<file path="src/sv/brc_pkg.sv">
// shared types and constants of the block request coalescer
package brc_pkg;

  localparam int ID_W       = 6;
  localparam int LEN_W      = 16;
  localparam int KIND_W     = 2;
  localparam int CFG_IDX_W  = 1;
  localparam int CFG_DATA_W = 16;

  typedef enum logic [KIND_W-1:0] {
    KIND_BLOCK   = 2'd0,
    KIND_RESTART = 2'd1,
    KIND_RELEASE = 2'd2
  } kind_t;

  localparam logic STATUS_ISSUED  = 1'b0;
  localparam logic STATUS_DROPPED = 1'b1;

  localparam logic [CFG_IDX_W-1:0] CFG_MAX_CHUNK = 1'b0;
  localparam logic [CFG_IDX_W-1:0] CFG_MAX_HOLES = 1'b1;

  localparam logic [CFG_DATA_W-1:0] MAX_CHUNK_RST = 16'd16;
  localparam logic [CFG_DATA_W-1:0] MAX_HOLES_RST = 16'd4;

  typedef struct packed {
    logic            pop;
    logic            push;
    logic            refill;
    logic [ID_W-1:0] push_id;
  } fl_req_t;

  typedef struct packed {
    logic            empty;
    logic            full;
    logic [ID_W-1:0] head_id;
  } fl_stat_t;

endpackage

</file>
<file path="src/sv/brc_free_list.sv">
// fifo free list of chunk ids, ring memory with fill tracking instead of a clearing pass
module brc_free_list import brc_pkg::*; #(
  parameter int ID_COUNT = 64
) (
  input  logic     clk,
  input  logic     rst_n,
  input  fl_req_t  req,
  output fl_stat_t stat
);

  localparam int IW   = (ID_COUNT > 1) ? $clog2(ID_COUNT) : 1;
  localparam int CNTW = $clog2(ID_COUNT + 1);
  localparam logic [IW-1:0]   LAST_IDX = IW'(ID_COUNT - 1);
  localparam logic [CNTW-1:0] FULL_CNT = CNTW'(ID_COUNT);

  logic [ID_W-1:0] mem [ID_COUNT];

  logic [IW-1:0]   head_r, head_nxt;
  logic [IW-1:0]   tail_r, tail_nxt;
  logic [CNTW-1:0] count_r, count_nxt;
  logic            wrapped_r, wrapped_nxt;
  logic [ID_W-1:0] rd_q_r;
  logic            byp_r;
  logic [ID_W-1:0] byp_id_r;

  logic                 full;
  logic                 push_ok;
  logic                 head_written;
  logic [IW+ID_W-1:0]   ident_w;

  assign full    = (count_r == FULL_CNT);
  assign push_ok = req.push && !full;

  always_comb begin
    head_nxt    = head_r;
    tail_nxt    = tail_r;
    count_nxt   = count_r;
    wrapped_nxt = wrapped_r;
    if (req.refill) begin
      head_nxt    = '0;
      tail_nxt    = '0;
      count_nxt   = FULL_CNT;
      wrapped_nxt = 1'b0;
    end else if (push_ok) begin
      tail_nxt  = (tail_r == LAST_IDX) ? '0 : tail_r + 1'b1;
      count_nxt = count_r + 1'b1;
      if (tail_r == LAST_IDX) begin
        wrapped_nxt = 1'b1;
      end
    end else if (req.pop) begin
      head_nxt  = (head_r == LAST_IDX) ? '0 : head_r + 1'b1;
      count_nxt = count_r - 1'b1;
    end
  end

  always_ff @(posedge clk) begin
    if (!rst_n) begin
      head_r    <= '0;
      tail_r    <= '0;
      count_r   <= FULL_CNT;
      wrapped_r <= 1'b0;
      byp_r     <= 1'b0;
    end else begin
      head_r    <= head_nxt;
      tail_r    <= tail_nxt;
      count_r   <= count_nxt;
      wrapped_r <= wrapped_nxt;
      byp_r     <= push_ok && (tail_r == head_nxt);
    end
  end

  always_ff @(posedge clk) begin
    if (push_ok) begin
      mem[tail_r] <= req.push_id;
    end
    rd_q_r   <= mem[head_nxt];
    byp_id_r <= req.push_id;
  end

  // entries below the tail were written since the last refill, the rest hold their index
  assign head_written = wrapped_r || (head_r < tail_r);
  assign ident_w      = {{ID_W{1'b0}}, head_r};

  assign stat.empty   = (count_r == '0);
  assign stat.full    = full;
  assign stat.head_id = head_written ? (byp_r ? byp_id_r : rd_q_r) : ident_w[ID_W-1:0];

endmodule

</file>
<file path="src/sv/brc_scan.sv">
// scan state and per-item chunk decisions, up to two results per block transaction
module brc_scan import brc_pkg::*; #(
  parameter int BATCH_SIZE       = 32,
  parameter int BLOCK_INDEX_BITS = 32
) (
  input  logic                      clk,
  input  logic                      rst_n,
  input  logic                      fire,
  input  kind_t                     kind,
  input  logic                      req,
  input  logic                      last,
  input  logic [ID_W-1:0]           chunk_to_free,
  input  logic [CFG_DATA_W-1:0]     max_chunk_blocks,
  input  logic [CFG_DATA_W-1:0]     max_holes,
  input  fl_stat_t                  fl_stat,
  output fl_req_t                   fl_req,
  output logic [1:0]                res_cnt,
  output logic [BLOCK_INDEX_BITS+ID_W+LEN_W+2:0] res0,
  output logic [BLOCK_INDEX_BITS+ID_W+LEN_W+2:0] res1
);

  localparam int B     = BLOCK_INDEX_BITS;
  localparam int RES_W = B + ID_W + LEN_W + 3;
  localparam int CW    = (B > LEN_W) ? B : LEN_W;
  localparam int BW    = $clog2(BATCH_SIZE + 1);
  localparam logic [BW-1:0] BATCH_FULL = BW'(BATCH_SIZE);

  logic [B-1:0]     pos_r, pos_nxt;
  logic             open_r, open_nxt;
  logic [B-1:0]     start_r, start_nxt;
  logic [LEN_W-1:0] len_r, len_nxt;
  logic [LEN_W-1:0] holes_r, holes_nxt;
  logic [ID_W-1:0]  id_r, id_nxt;
  logic [BW-1:0]    fill_r, fill_nxt;

  logic [B-1:0]     pos_inc;
  logic [CW-1:0]    span_w;
  logic [LEN_W-1:0] limit;
  logic             over;
  logic [LEN_W-1:0] holes_inc;
  logic [BW-1:0]    fill_inc;
  logic             bend1;

  logic             is_block;
  logic             try_open;
  logic             close_a;
  logic             drop;
  logic             open_new;
  logic             open_after;
  logic             close_f;
  logic [LEN_W-1:0] len_upd;
  logic [ID_W-1:0]  fin_id;
  logic [B-1:0]     fin_start;
  logic [LEN_W-1:0] fin_len;
  logic [RES_W-1:0] res_a, res_d, res_f;

  function automatic logic [RES_W-1:0] pack_res(
    input logic status, input logic [ID_W-1:0] id, input logic [B-1:0] start,
    input logic [LEN_W-1:0] len, input logic bend, input logic lst
  );
    pack_res = {lst, status, bend, len, start, id};
  endfunction

  assign pos_inc   = pos_r + 1'b1;
  assign span_w    = CW'(pos_inc - start_r);
  assign limit     = (max_chunk_blocks == '0) ? LEN_W'(1) : max_chunk_blocks;
  assign over      = span_w > CW'(limit);
  assign holes_inc = (holes_r == '1) ? holes_r : holes_r + 1'b1;
  assign fill_inc  = fill_r + 1'b1;
  assign bend1     = fill_inc >= BATCH_FULL;
  assign is_block  = (kind == KIND_BLOCK);

  always_comb begin
    try_open  = 1'b0;
    close_a   = 1'b0;
    holes_nxt = holes_r;
    len_upd   = len_r;
    if (open_r) begin
      if (over) begin
        // span limit: emit, then look at this block again as a new start
        close_a  = 1'b1;
        try_open = req;
      end else if (req) begin
        len_upd = span_w[LEN_W-1:0];
      end else begin
        holes_nxt = holes_inc;
        if ((max_holes != '0) && (holes_inc == max_holes)) begin
          close_a = 1'b1;
        end
      end
    end else begin
      try_open = req;
    end
    drop       = try_open && fl_stat.empty;
    open_new   = try_open && !fl_stat.empty;
    open_after = open_new || (open_r && !close_a);
    close_f    = last && open_after;
  end

  assign fin_id    = open_new ? fl_stat.head_id : id_r;
  assign fin_start = open_new ? pos_r : start_r;
  assign fin_len   = open_new ? LEN_W'(1) : len_upd;

  assign res_a = pack_res(STATUS_ISSUED, id_r, start_r, len_r,
                          bend1 || (last && !close_f), 1'b0);
  assign res_d = pack_res(STATUS_DROPPED, '0, pos_r, '0, 1'b0, 1'b0);
  assign res_f = pack_res(STATUS_ISSUED, fin_id, fin_start, fin_len, 1'b1, 1'b0);

  always_comb begin
    res_cnt = '0;
    if (fire && is_block) begin
      res_cnt = 2'({1'b0, close_a} + {1'b0, drop} + {1'b0, close_f});
    end
    res0 = close_a ? res_a : (drop ? res_d : res_f);
    res1 = drop ? res_d : res_f;
    res0[RES_W-1] = (res_cnt == 2'd1);
    res1[RES_W-1] = 1'b1;
  end

  always_comb begin
    pos_nxt   = pos_r;
    open_nxt  = open_r;
    start_nxt = start_r;
    len_nxt   = len_r;
    id_nxt    = id_r;
    fill_nxt  = fill_r;
    fl_req    = '0;
    fl_req.push_id = chunk_to_free;
    if (fire) begin
      unique case (kind)
        KIND_BLOCK: begin
          pos_nxt  = pos_inc;
          open_nxt = open_after && !last;
          len_nxt  = len_upd;
          if (open_new) begin
            fl_req.pop = 1'b1;
            id_nxt     = fl_stat.head_id;
            start_nxt  = pos_r;
            len_nxt    = LEN_W'(1);
          end
          if (last) begin
            fill_nxt = '0;
          end else if (close_a) begin
            fill_nxt = bend1 ? '0 : fill_inc;
          end
        end
        KIND_RESTART: begin
          fl_req.refill = 1'b1;
          pos_nxt   = '0;
          open_nxt  = 1'b0;
          start_nxt = '0;
          len_nxt   = '0;
          fill_nxt  = '0;
        end
        KIND_RELEASE: begin
          fl_req.push = 1'b1;
        end
        default: begin
        end
      endcase
    end
  end

  always_ff @(posedge clk) begin
    if (!rst_n) begin
      pos_r   <= '0;
      open_r  <= 1'b0;
      start_r <= '0;
      len_r   <= '0;
      holes_r <= '0;
      id_r    <= '0;
      fill_r  <= '0;
    end else begin
      pos_r   <= pos_nxt;
      open_r  <= open_nxt;
      start_r <= start_nxt;
      len_r   <= len_nxt;
      id_r    <= id_nxt;
      fill_r  <= fill_nxt;
      if (fire && kind == KIND_RESTART) begin
        holes_r <= '0;
      end else if (fire && is_block) begin
        holes_r <= open_new ? '0 : holes_nxt;
      end
    end
  end

endmodule

</file>
<file path="src/sv/brc_out_queue.sv">
// four-entry result queue, takes up to two results per cycle and returns one
module brc_out_queue #(
  parameter int WIDTH = 55
) (
  input  logic             clk,
  input  logic             rst_n,
  input  logic [1:0]       push_cnt,
  input  logic [WIDTH-1:0] push0,
  input  logic [WIDTH-1:0] push1,
  output logic             room,
  output logic             out_valid,
  input  logic             out_ready,
  output logic [WIDTH-1:0] out_data
);

  logic [WIDTH-1:0] q_r [4];
  logic [1:0]       wr_ptr_r, rd_ptr_r;
  logic [2:0]       cnt_r;
  logic             pop;
  logic [1:0]       wr_ptr_p1;

  assign pop       = out_valid && out_ready;
  assign out_valid = (cnt_r != 3'd0);
  assign out_data  = q_r[rd_ptr_r];
  // two free slots are needed for a block transaction that may emit two results
  assign room      = (cnt_r <= 3'd2);
  assign wr_ptr_p1 = wr_ptr_r + 2'd1;

  always_ff @(posedge clk) begin
    if (!rst_n) begin
      wr_ptr_r <= '0;
      rd_ptr_r <= '0;
      cnt_r    <= '0;
    end else begin
      wr_ptr_r <= wr_ptr_r + push_cnt;
      rd_ptr_r <= rd_ptr_r + {1'b0, pop};
      cnt_r    <= cnt_r + {1'b0, push_cnt} - {2'b0, pop};
    end
  end

  always_ff @(posedge clk) begin
    if (push_cnt != 2'd0) begin
      q_r[wr_ptr_r] <= push0;
    end
    if (push_cnt == 2'd2) begin
      q_r[wr_ptr_p1] <= push1;
    end
  end

endmodule

</file>
<file path="src/sv/block_request_coalescer_unit.sv">
// top level of the block request coalescer
// Takes one transaction per cycle: a block flag, a restart or a chunk id release. Each
// transaction is registered at the input and then handled against the scan state and the
// free id list; its results are written into the result queue that feeds the output port.
// A block flag yields zero, one or two results (a chunk closed by the span
// limit followed by a dropped block or a chunk closed at the last block), and the output
// port returns one result per cycle, so the sustained rate is one transaction per cycle
// except where results pile up faster than out_tready takes them. The free list is a
// ring memory with a read register; after reset or restart it reads as ids in order
// without any clearing pass. Configuration registers take effect on the next block.
module block_request_coalescer_unit import brc_pkg::*; #(
  parameter int ID_COUNT         = 64,
  parameter int BATCH_SIZE       = 32,
  parameter int BLOCK_INDEX_BITS = 32
) (
  input  logic                   clk,
  input  logic                   rst_n,
  input  logic                   in_tvalid,
  output logic                   in_tready,
  input  logic [7:0]             in_tdata,   // requested, chunk_to_free[5:0], zero pad
  input  logic [KIND_W-1:0]      in_tuser,   // kind
  input  logic                   in_tlast,   // last_block
  output logic                   out_tvalid,
  input  logic                   out_tready,
  // buf_id[5:0], start_block, length_blocks[15:0], batch_end, zero pad
  output logic [((BLOCK_INDEX_BITS+23+7)/8)*8-1:0] out_tdata,
  output logic                   out_tuser,  // status
  output logic                   out_tlast,  // last_result
  input  logic                   cfg_valid,
  output logic                   cfg_ready,
  input  logic [CFG_IDX_W-1:0]   cfg_index,
  input  logic [CFG_DATA_W-1:0]  cfg_data
);

  localparam int B     = BLOCK_INDEX_BITS;
  localparam int RES_W = B + ID_W + LEN_W + 3;
  localparam int OUT_W = ((B + 23 + 7) / 8) * 8;

  logic                  in_valid_r;
  kind_t                 in_kind_r;
  logic                  in_req_r;
  logic                  in_last_r;
  logic [ID_W-1:0]       in_free_r;
  logic [CFG_DATA_W-1:0] max_chunk_r;
  logic [CFG_DATA_W-1:0] max_holes_r;

  logic             fire;
  logic             room;
  fl_req_t          fl_req;
  fl_stat_t         fl_stat;
  logic [1:0]       res_cnt;
  logic [RES_W-1:0] res0, res1;
  logic [RES_W-1:0] q_data;

  assign fire      = in_valid_r && room;
  assign in_tready = !in_valid_r || fire;
  assign cfg_ready = 1'b1;

  always_ff @(posedge clk) begin
    if (!rst_n) begin
      in_valid_r  <= 1'b0;
      max_chunk_r <= MAX_CHUNK_RST;
      max_holes_r <= MAX_HOLES_RST;
    end else begin
      if (in_tready) begin
        in_valid_r <= in_tvalid;
      end
      if (cfg_valid) begin
        unique case (cfg_index)
          CFG_MAX_CHUNK: max_chunk_r <= cfg_data;
          CFG_MAX_HOLES: max_holes_r <= cfg_data;
          default: begin
          end
        endcase
      end
    end
  end

  always_ff @(posedge clk) begin
    if (in_tready && in_tvalid) begin
      in_kind_r <= kind_t'(in_tuser);
      in_req_r  <= in_tdata[0];
      in_last_r <= in_tlast;
      in_free_r <= in_tdata[ID_W:1];
    end
  end

  brc_free_list #(
    .ID_COUNT (ID_COUNT)
  ) u_free_list (
    .clk   (clk),
    .rst_n (rst_n),
    .req   (fl_req),
    .stat  (fl_stat)
  );

  brc_scan #(
    .BATCH_SIZE       (BATCH_SIZE),
    .BLOCK_INDEX_BITS (BLOCK_INDEX_BITS)
  ) u_scan (
    .clk              (clk),
    .rst_n            (rst_n),
    .fire             (fire),
    .kind             (in_kind_r),
    .req              (in_req_r),
    .last             (in_last_r),
    .chunk_to_free    (in_free_r),
    .max_chunk_blocks (max_chunk_r),
    .max_holes        (max_holes_r),
    .fl_stat          (fl_stat),
    .fl_req           (fl_req),
    .res_cnt          (res_cnt),
    .res0             (res0),
    .res1             (res1)
  );

  brc_out_queue #(
    .WIDTH (RES_W)
  ) u_out_queue (
    .clk       (clk),
    .rst_n     (rst_n),
    .push_cnt  (res_cnt),
    .push0     (res0),
    .push1     (res1),
    .room      (room),
    .out_valid (out_tvalid),
    .out_ready (out_tready),
    .out_data  (q_data)
  );

  assign out_tdata = OUT_W'(q_data[RES_W-3:0]);
  assign out_tuser = q_data[RES_W-2];
  assign out_tlast = q_data[RES_W-1];

endmodule
</file>
<file path="config.mk">
export PLATFORM = sky130hd
export DESIGN_NAME = block_request_coalescer_unit
export DESIGN_NICKNAME = d
export VERILOG_FILES = /design/src/sv/brc_pkg.sv /design/src/sv/brc_free_list.sv /design/src/sv/brc_scan.sv /design/src/sv/brc_out_queue.sv /design/src/sv/block_request_coalescer_unit.sv
export SDC_FILE = /design/constraint.sdc
export NUM_CORES = 1
export LEC_CHECK = 0
export BUFFER_PORTS_ARGS = -buffer_cell sky130_fd_sc_hd__buf_4
export CAP_MARGIN = 25
export CORE_ASPECT_RATIO = 1.25
export CORE_MARGIN = 3
export CORE_UTILIZATION = 65
export DETAILED_ROUTE_END_ITERATION = 10
export GPL_ROUTABILITY_DRIVEN = 0
export MAX_ROUTING_LAYER = met4
export PLACE_DENSITY = 0.82
export SLEW_MARGIN = 20
export SYNTH_ARGS = -nofsm -noshare
export SYNTH_HDL_FRONTEND = slang
export SYNTH_HIERARCHICAL = 1
export SYNTH_SLANG_ARGS = --single-unit
</file>
<file path="constraint.sdc">
create_clock -name clk -period 29.1 [get_ports clk]
set_input_delay 1.455 -clock clk [delete_from_list [all_inputs] [get_ports clk]]
set_output_delay 1.455 -clock clk [all_outputs]
set_load 0.05 [all_outputs]
</file>
### After elaboration in Yosys (flattened, before gate mapping)

Memory sizes are Yosys's and may differ from the RTL's. A register that Yosys moved wholly into a read port is not among the register bits.
Index checks and enable logic that the tools add are counted.

* RAM bits: 612
* output and inout bits: 61
* word-level logic and storage cells: 151
* memories kept: 2
* input port bits: 33
* bits in registers: 186

Memory list
* u_free_list.mem: words 64, bits a word 6, rd ports 1, clocked after memory_dff 1, wr ports 1, line brc_free_list.sv:16 `logic [ID_W-1:0] mem [ID_COUNT];`
* u_out_queue.q_r: words 4, bits a word 57, rd ports 1, clocked after memory_dff 1, wr ports 2, line brc_out_queue.sv:16 `logic [WIDTH-1:0] q_r [4];`

* reduce and logical (&&, ||, !) cells: 42
* bitwise logic cells: 2
* multiplexer cells: 50
* $lt $le $gt $ge: 4
* add/sub/neg operators: 15
* eq/ne operators: 13

Operators with widths (count)
* $mux W16: 10
* $pmux W32 S2: 2
* $mux W56: 2
* $mux W6: 11
* $add A32 B1 Y32 const B: 1
* $gt A32 B16 Y1: 1
* $mux W32: 1
* $pmux W16 S2: 1
* $sub A32 B32 Y32: 1
* $add A6 B1 Y6 const B: 3
* $add A16 B1 Y16 const B: 1
* $eq A16 B16 Y1: 1
* $eq A16 B16 Y1 const B: 1
* $logic_not A16 Y1: 1
* $mux W1: 16
* $reduce_bool A16 Y1: 1
* $logic_and A1 B1 Y1: 14
* $mux W7: 2
* $eq A6 B6 Y1 const B: 2
* $pmux W6 S2: 1
* $reduce_and A2 Y1: 5
* $reduce_bool A2 Y1: 4
* $add A7 B1 Y7 const B: 1
* $eq A7 B7 Y1 const B: 1
* 28 further kinds: 42

### Depth between registers and ports, before layout

* depth after elaboration: 17
* gate-level depth with buffers: 36
* gate-level depth less buffers: 31

### By module

The synthesis kept the hierarchy.

By module, submodules not included
* brc_free_list: seq. area each 12191.7 sq um, area each 17633.2 sq um, instances 1, cells each 1247
* brc_out_queue: seq. area each 6986.7 sq um, area each 11402.2 sq um, instances 1, cells each 596
* brc_scan: seq. area each 2182.1 sq um, area each 9572.9 sq um, instances 1, cells each 1335
* block_request_coalescer_unit: seq. area each 960.9 sq um, area each 1617.8 sq um, instances 1, cells each 145

### Worst setup path before layout

Ideal clock, no wire load.

* kind: register -> register
* start: reg u_scan.pos_r[0]
* end: mem u_out_queue/q_r[0][0] (netlist name) (enable)
* cell stages (with the launch flop): 30
* path slack: 17.957 ns
* path buffers: 2
* library setup time: 0.551 ns
* arrival time: 10.592 ns
* path through: dfxtp_1 ha_1 and3_1 clkbuf_1 nand2_1 nor3_1 and2_1 nand2_1 xnor2_1 ha_1 and4_1 and2_1 nor3_1 xnor2_1 ha_1 and3_1 nand4_1 nor4_1 a21o_1 a31oi_1 or4_1 or4_1 or3_1 buf_6 nand2_1 nor2_1 fa_1 and2_1 o21bai_1 o21ai_0

RTL lines
* start, declared: line brc_scan.sv:28 `logic [B-1:0] pos_r, pos_nxt;`
* start signal, assigned: line brc_scan.sv:174 `pos_r <= pos_nxt;`
* end, declared: line brc_out_queue.sv:16

==> results_dict.tcl <==
set metrics [dict create \
    drt-wirelength-per-cell_um 23.73 \
    fmax_ghz 0.09278 \
    drv_slew 0 \
    r2r_start "u_scan/pos_r[0]$_SDFFE_PN0P_" \
    io_buffers 90 \
    preCtsSetupSlack_ns 18.59 \
    worst_path_max_delay_cell "buf_4" \
    grt_pass1_wl_mm 154.4 \
    root_buffer "clkbuf_16" \
    min_to "u_scan/fill_r[5]$_SDFFE_PN0P_" \
    multi_input_area_um2 16560 \
    antenna_left 0 \
    numCtsBuffers 75 \
    synth.net_count 3424 \
    hp-class "reg -> reg" \
    die_area_um2 64910 \
    htree_levels 3 \
    clock_latency_ns 0.62 \
    skew_ns 0.01997 \
    grt_max_degree 79 \
    r2r_end "u_out_queue/q_r[2][15]$_DFFE_PP_" \
    rsz0062_at_grt "false" \
    reg2reg_depth 30 \
    tightest_slew_ns 1.061 \
    hp-start "u_scan/fill_r[5]$_SDFFE_PN0P_" \
    n_fill_cell 4032 \
    nets 3421 \
    powerDensity_nw_per_um2 57.86 \
    syn_inst 3322 \
    cpPeakStageDelay_ns 0.77 \
    std_cell_rows 101 \
    path_clk_slew_ns 0.06 \
    holdWs_ns 0.4721 \
    viasPerCell 6.610 \
    yosysWarnings 6 \
    cts.sinks 804 \
    cts_setup_buffers 0 \
    drt_wl_total_mm 99.66 \
    drt_iter0_markers 2892 \
    drive_above_1_share_pct 16.45 \
    dp_hpwl_mm 62.79 \
    maxCapViolations 0 \
    antenna_found_initial 1 \
    period_share_pct 37.04 \
    slew_headroom_pct 28.29 \
    critical_path_class "reg -> reg" \
    worstPathRequired_ns 29.33 \
    fin_crit_ns 10.78 \
    ctsResizeCount 0 \
    syn_area_um2 40220 \
    tns_ns 0 \
    setup_viol 0 \
    fp.coreArea_um2 61040 \
    startpoint_type "flop" \
    cts_tree "done" \
    status "completed" \
    hold_buffers 0 \
    cp-end-kind "flop" \
    rrSetupSlack_ns 18.32 \
    initial_core_util_pct 65.89 \
    p_total_w 0.002525 \
    grt-ovfl-total 0 \
    die_x_um 228.5 \
    area_growth_syn_to_layout_pct 8.490 \
    hold_viol 0 \
    layout_setup_ws_ns 18.32 \
    first_pass_iters 7 \
    vias 27750 \
    crit_path_max_fanout 58 \
    clockBufferDepth 3 \
    pin_count 94 \
    grt_use_total_pct 31.05 \
    syn_avg_cell_area_um2 12.11 \
    holdPathStages 2 \
    peakVddDrop_v 0.00009173 \
    fp.dieH_um 284.1 \
    seqCellArea_um2 22330 \
    drcViolationCount 0 \
    leakage_nw 15.65 \
    arrival_ns 11.00 \
    grt_pass1_vias 28080 \
]
-- placed cells by master, fill, tap and decap left out, types with 80 or more instances in the layout --
cell	n
a21oi_1	114
nand2_1	356
buf_4	132
o21ai_0	131
nand3_1	120
mux2i_1	155
mux2_2	198
dfxtp_1	180
nor2_1	174
edfxtp_1	622
inv_1	80
-- worst max path at each step --
stage / from / to / slack, ns / cells past startpoint
2_1_floorplan: u_scan/pos_r[0]$_SDFFE_PN0P_ / u_out_queue/q_r[0][0]$_DFFE_PP_ / 17.96 / 29
5_1_grt: u_scan/pos_r[0]$_SDFFE_PN0P_ / u_out_queue/q_r[2][32]$_DFFE_PP_ / 17.95 / 30
3_5_place_dp: u_scan/pos_r[0]$_SDFFE_PN0P_ / u_out_queue/q_r[2][25]$_DFFE_PP_ / 18.59 / 30
6_report: u_scan/pos_r[0]$_SDFFE_PN0P_ / u_out_queue/q_r[2][15]$_DFFE_PP_ / 18.32 / 30
3_3_place_gp: u_scan/pos_r[0]$_SDFFE_PN0P_ / u_out_queue/q_r[2][29]$_DFFE_PP_ / 18.73 / 30
4_1_cts: u_scan/pos_r[0]$_SDFFE_PN0P_ / u_out_queue/q_r[2][15]$_DFFE_PP_ / 18.50 / 30
-- critical path, delay by kind of cell, from the launching register on --
family                     cells  cell delay, ns
and+or+nand+nor               16            4.95
AOI/OAI and AO/OA              6            0.89
adders and majority gates      4            1.64
xor gates and xnor gates       2            0.83
DFF                            1            0.50
buffers and inverters          2            1.51
-- metrics by stage --
step	cells	area (um^2)	utilization, %
CTS	4194	43560	71.36
finish	4199	43630	71.49
detailed placement	4062	41220	67.53
global placement	4062	41220	67.53
global route	4199	43630	71.49
floorplan	3322	40220	-
-- state kept, by name, summed over array words and instances (netlist names), 7 cells and up --
name / cells
max_chunk_r: 16
max_holes_r: 16
u_free_list/count_r: 7
u_free_list/mem: 384
u_out_queue/q_r: 228
u_scan/holes_r: 16
u_scan/len_r: 16
u_scan/pos_r: 32
u_scan/start_r: 32
-- metal layers --
metal  wire [um]  GRT usage, %  share of wire (%)  vias up
met5           0             -                  0        -
li1            -             -                  -    12470
met3        6478         3.869                6.5      388
met4        6205         18.22                6.2        0
met1       35290         34.09                 35    13510
met2       51690         54.35                 52     1382
-- layout make-up --
type | count | area share (%)
clock buffer | 101 | 4.574
inverter | 83 | 0.7140
sequential | 804 | 51.17
clock inverter | 31 | 0.7828
multi-input combinational | 2219 | 37.95
timing repair buffer | 136 | 2.440
tap | 824 | 2.363
antenna | 1 | 0.005735
-- report_power, final --
| group | leakage, nW | switching [W] | total (W) | internal [W] |
|---|---|---|---|---|
| registers | 7.14 | 0.0000134 | 0.00126 | 0.00125 |
| clock network | 1.13 | 0.000410 | 0.000954 | 0.000544 |
| logic | 7.38 | 0.000200 | 0.000311 | 0.000111 |
| total | 15.7 | 0.000624 | 0.00252 | 0.00190 |
Note: power is estimated with default switching activity, not from simulation.
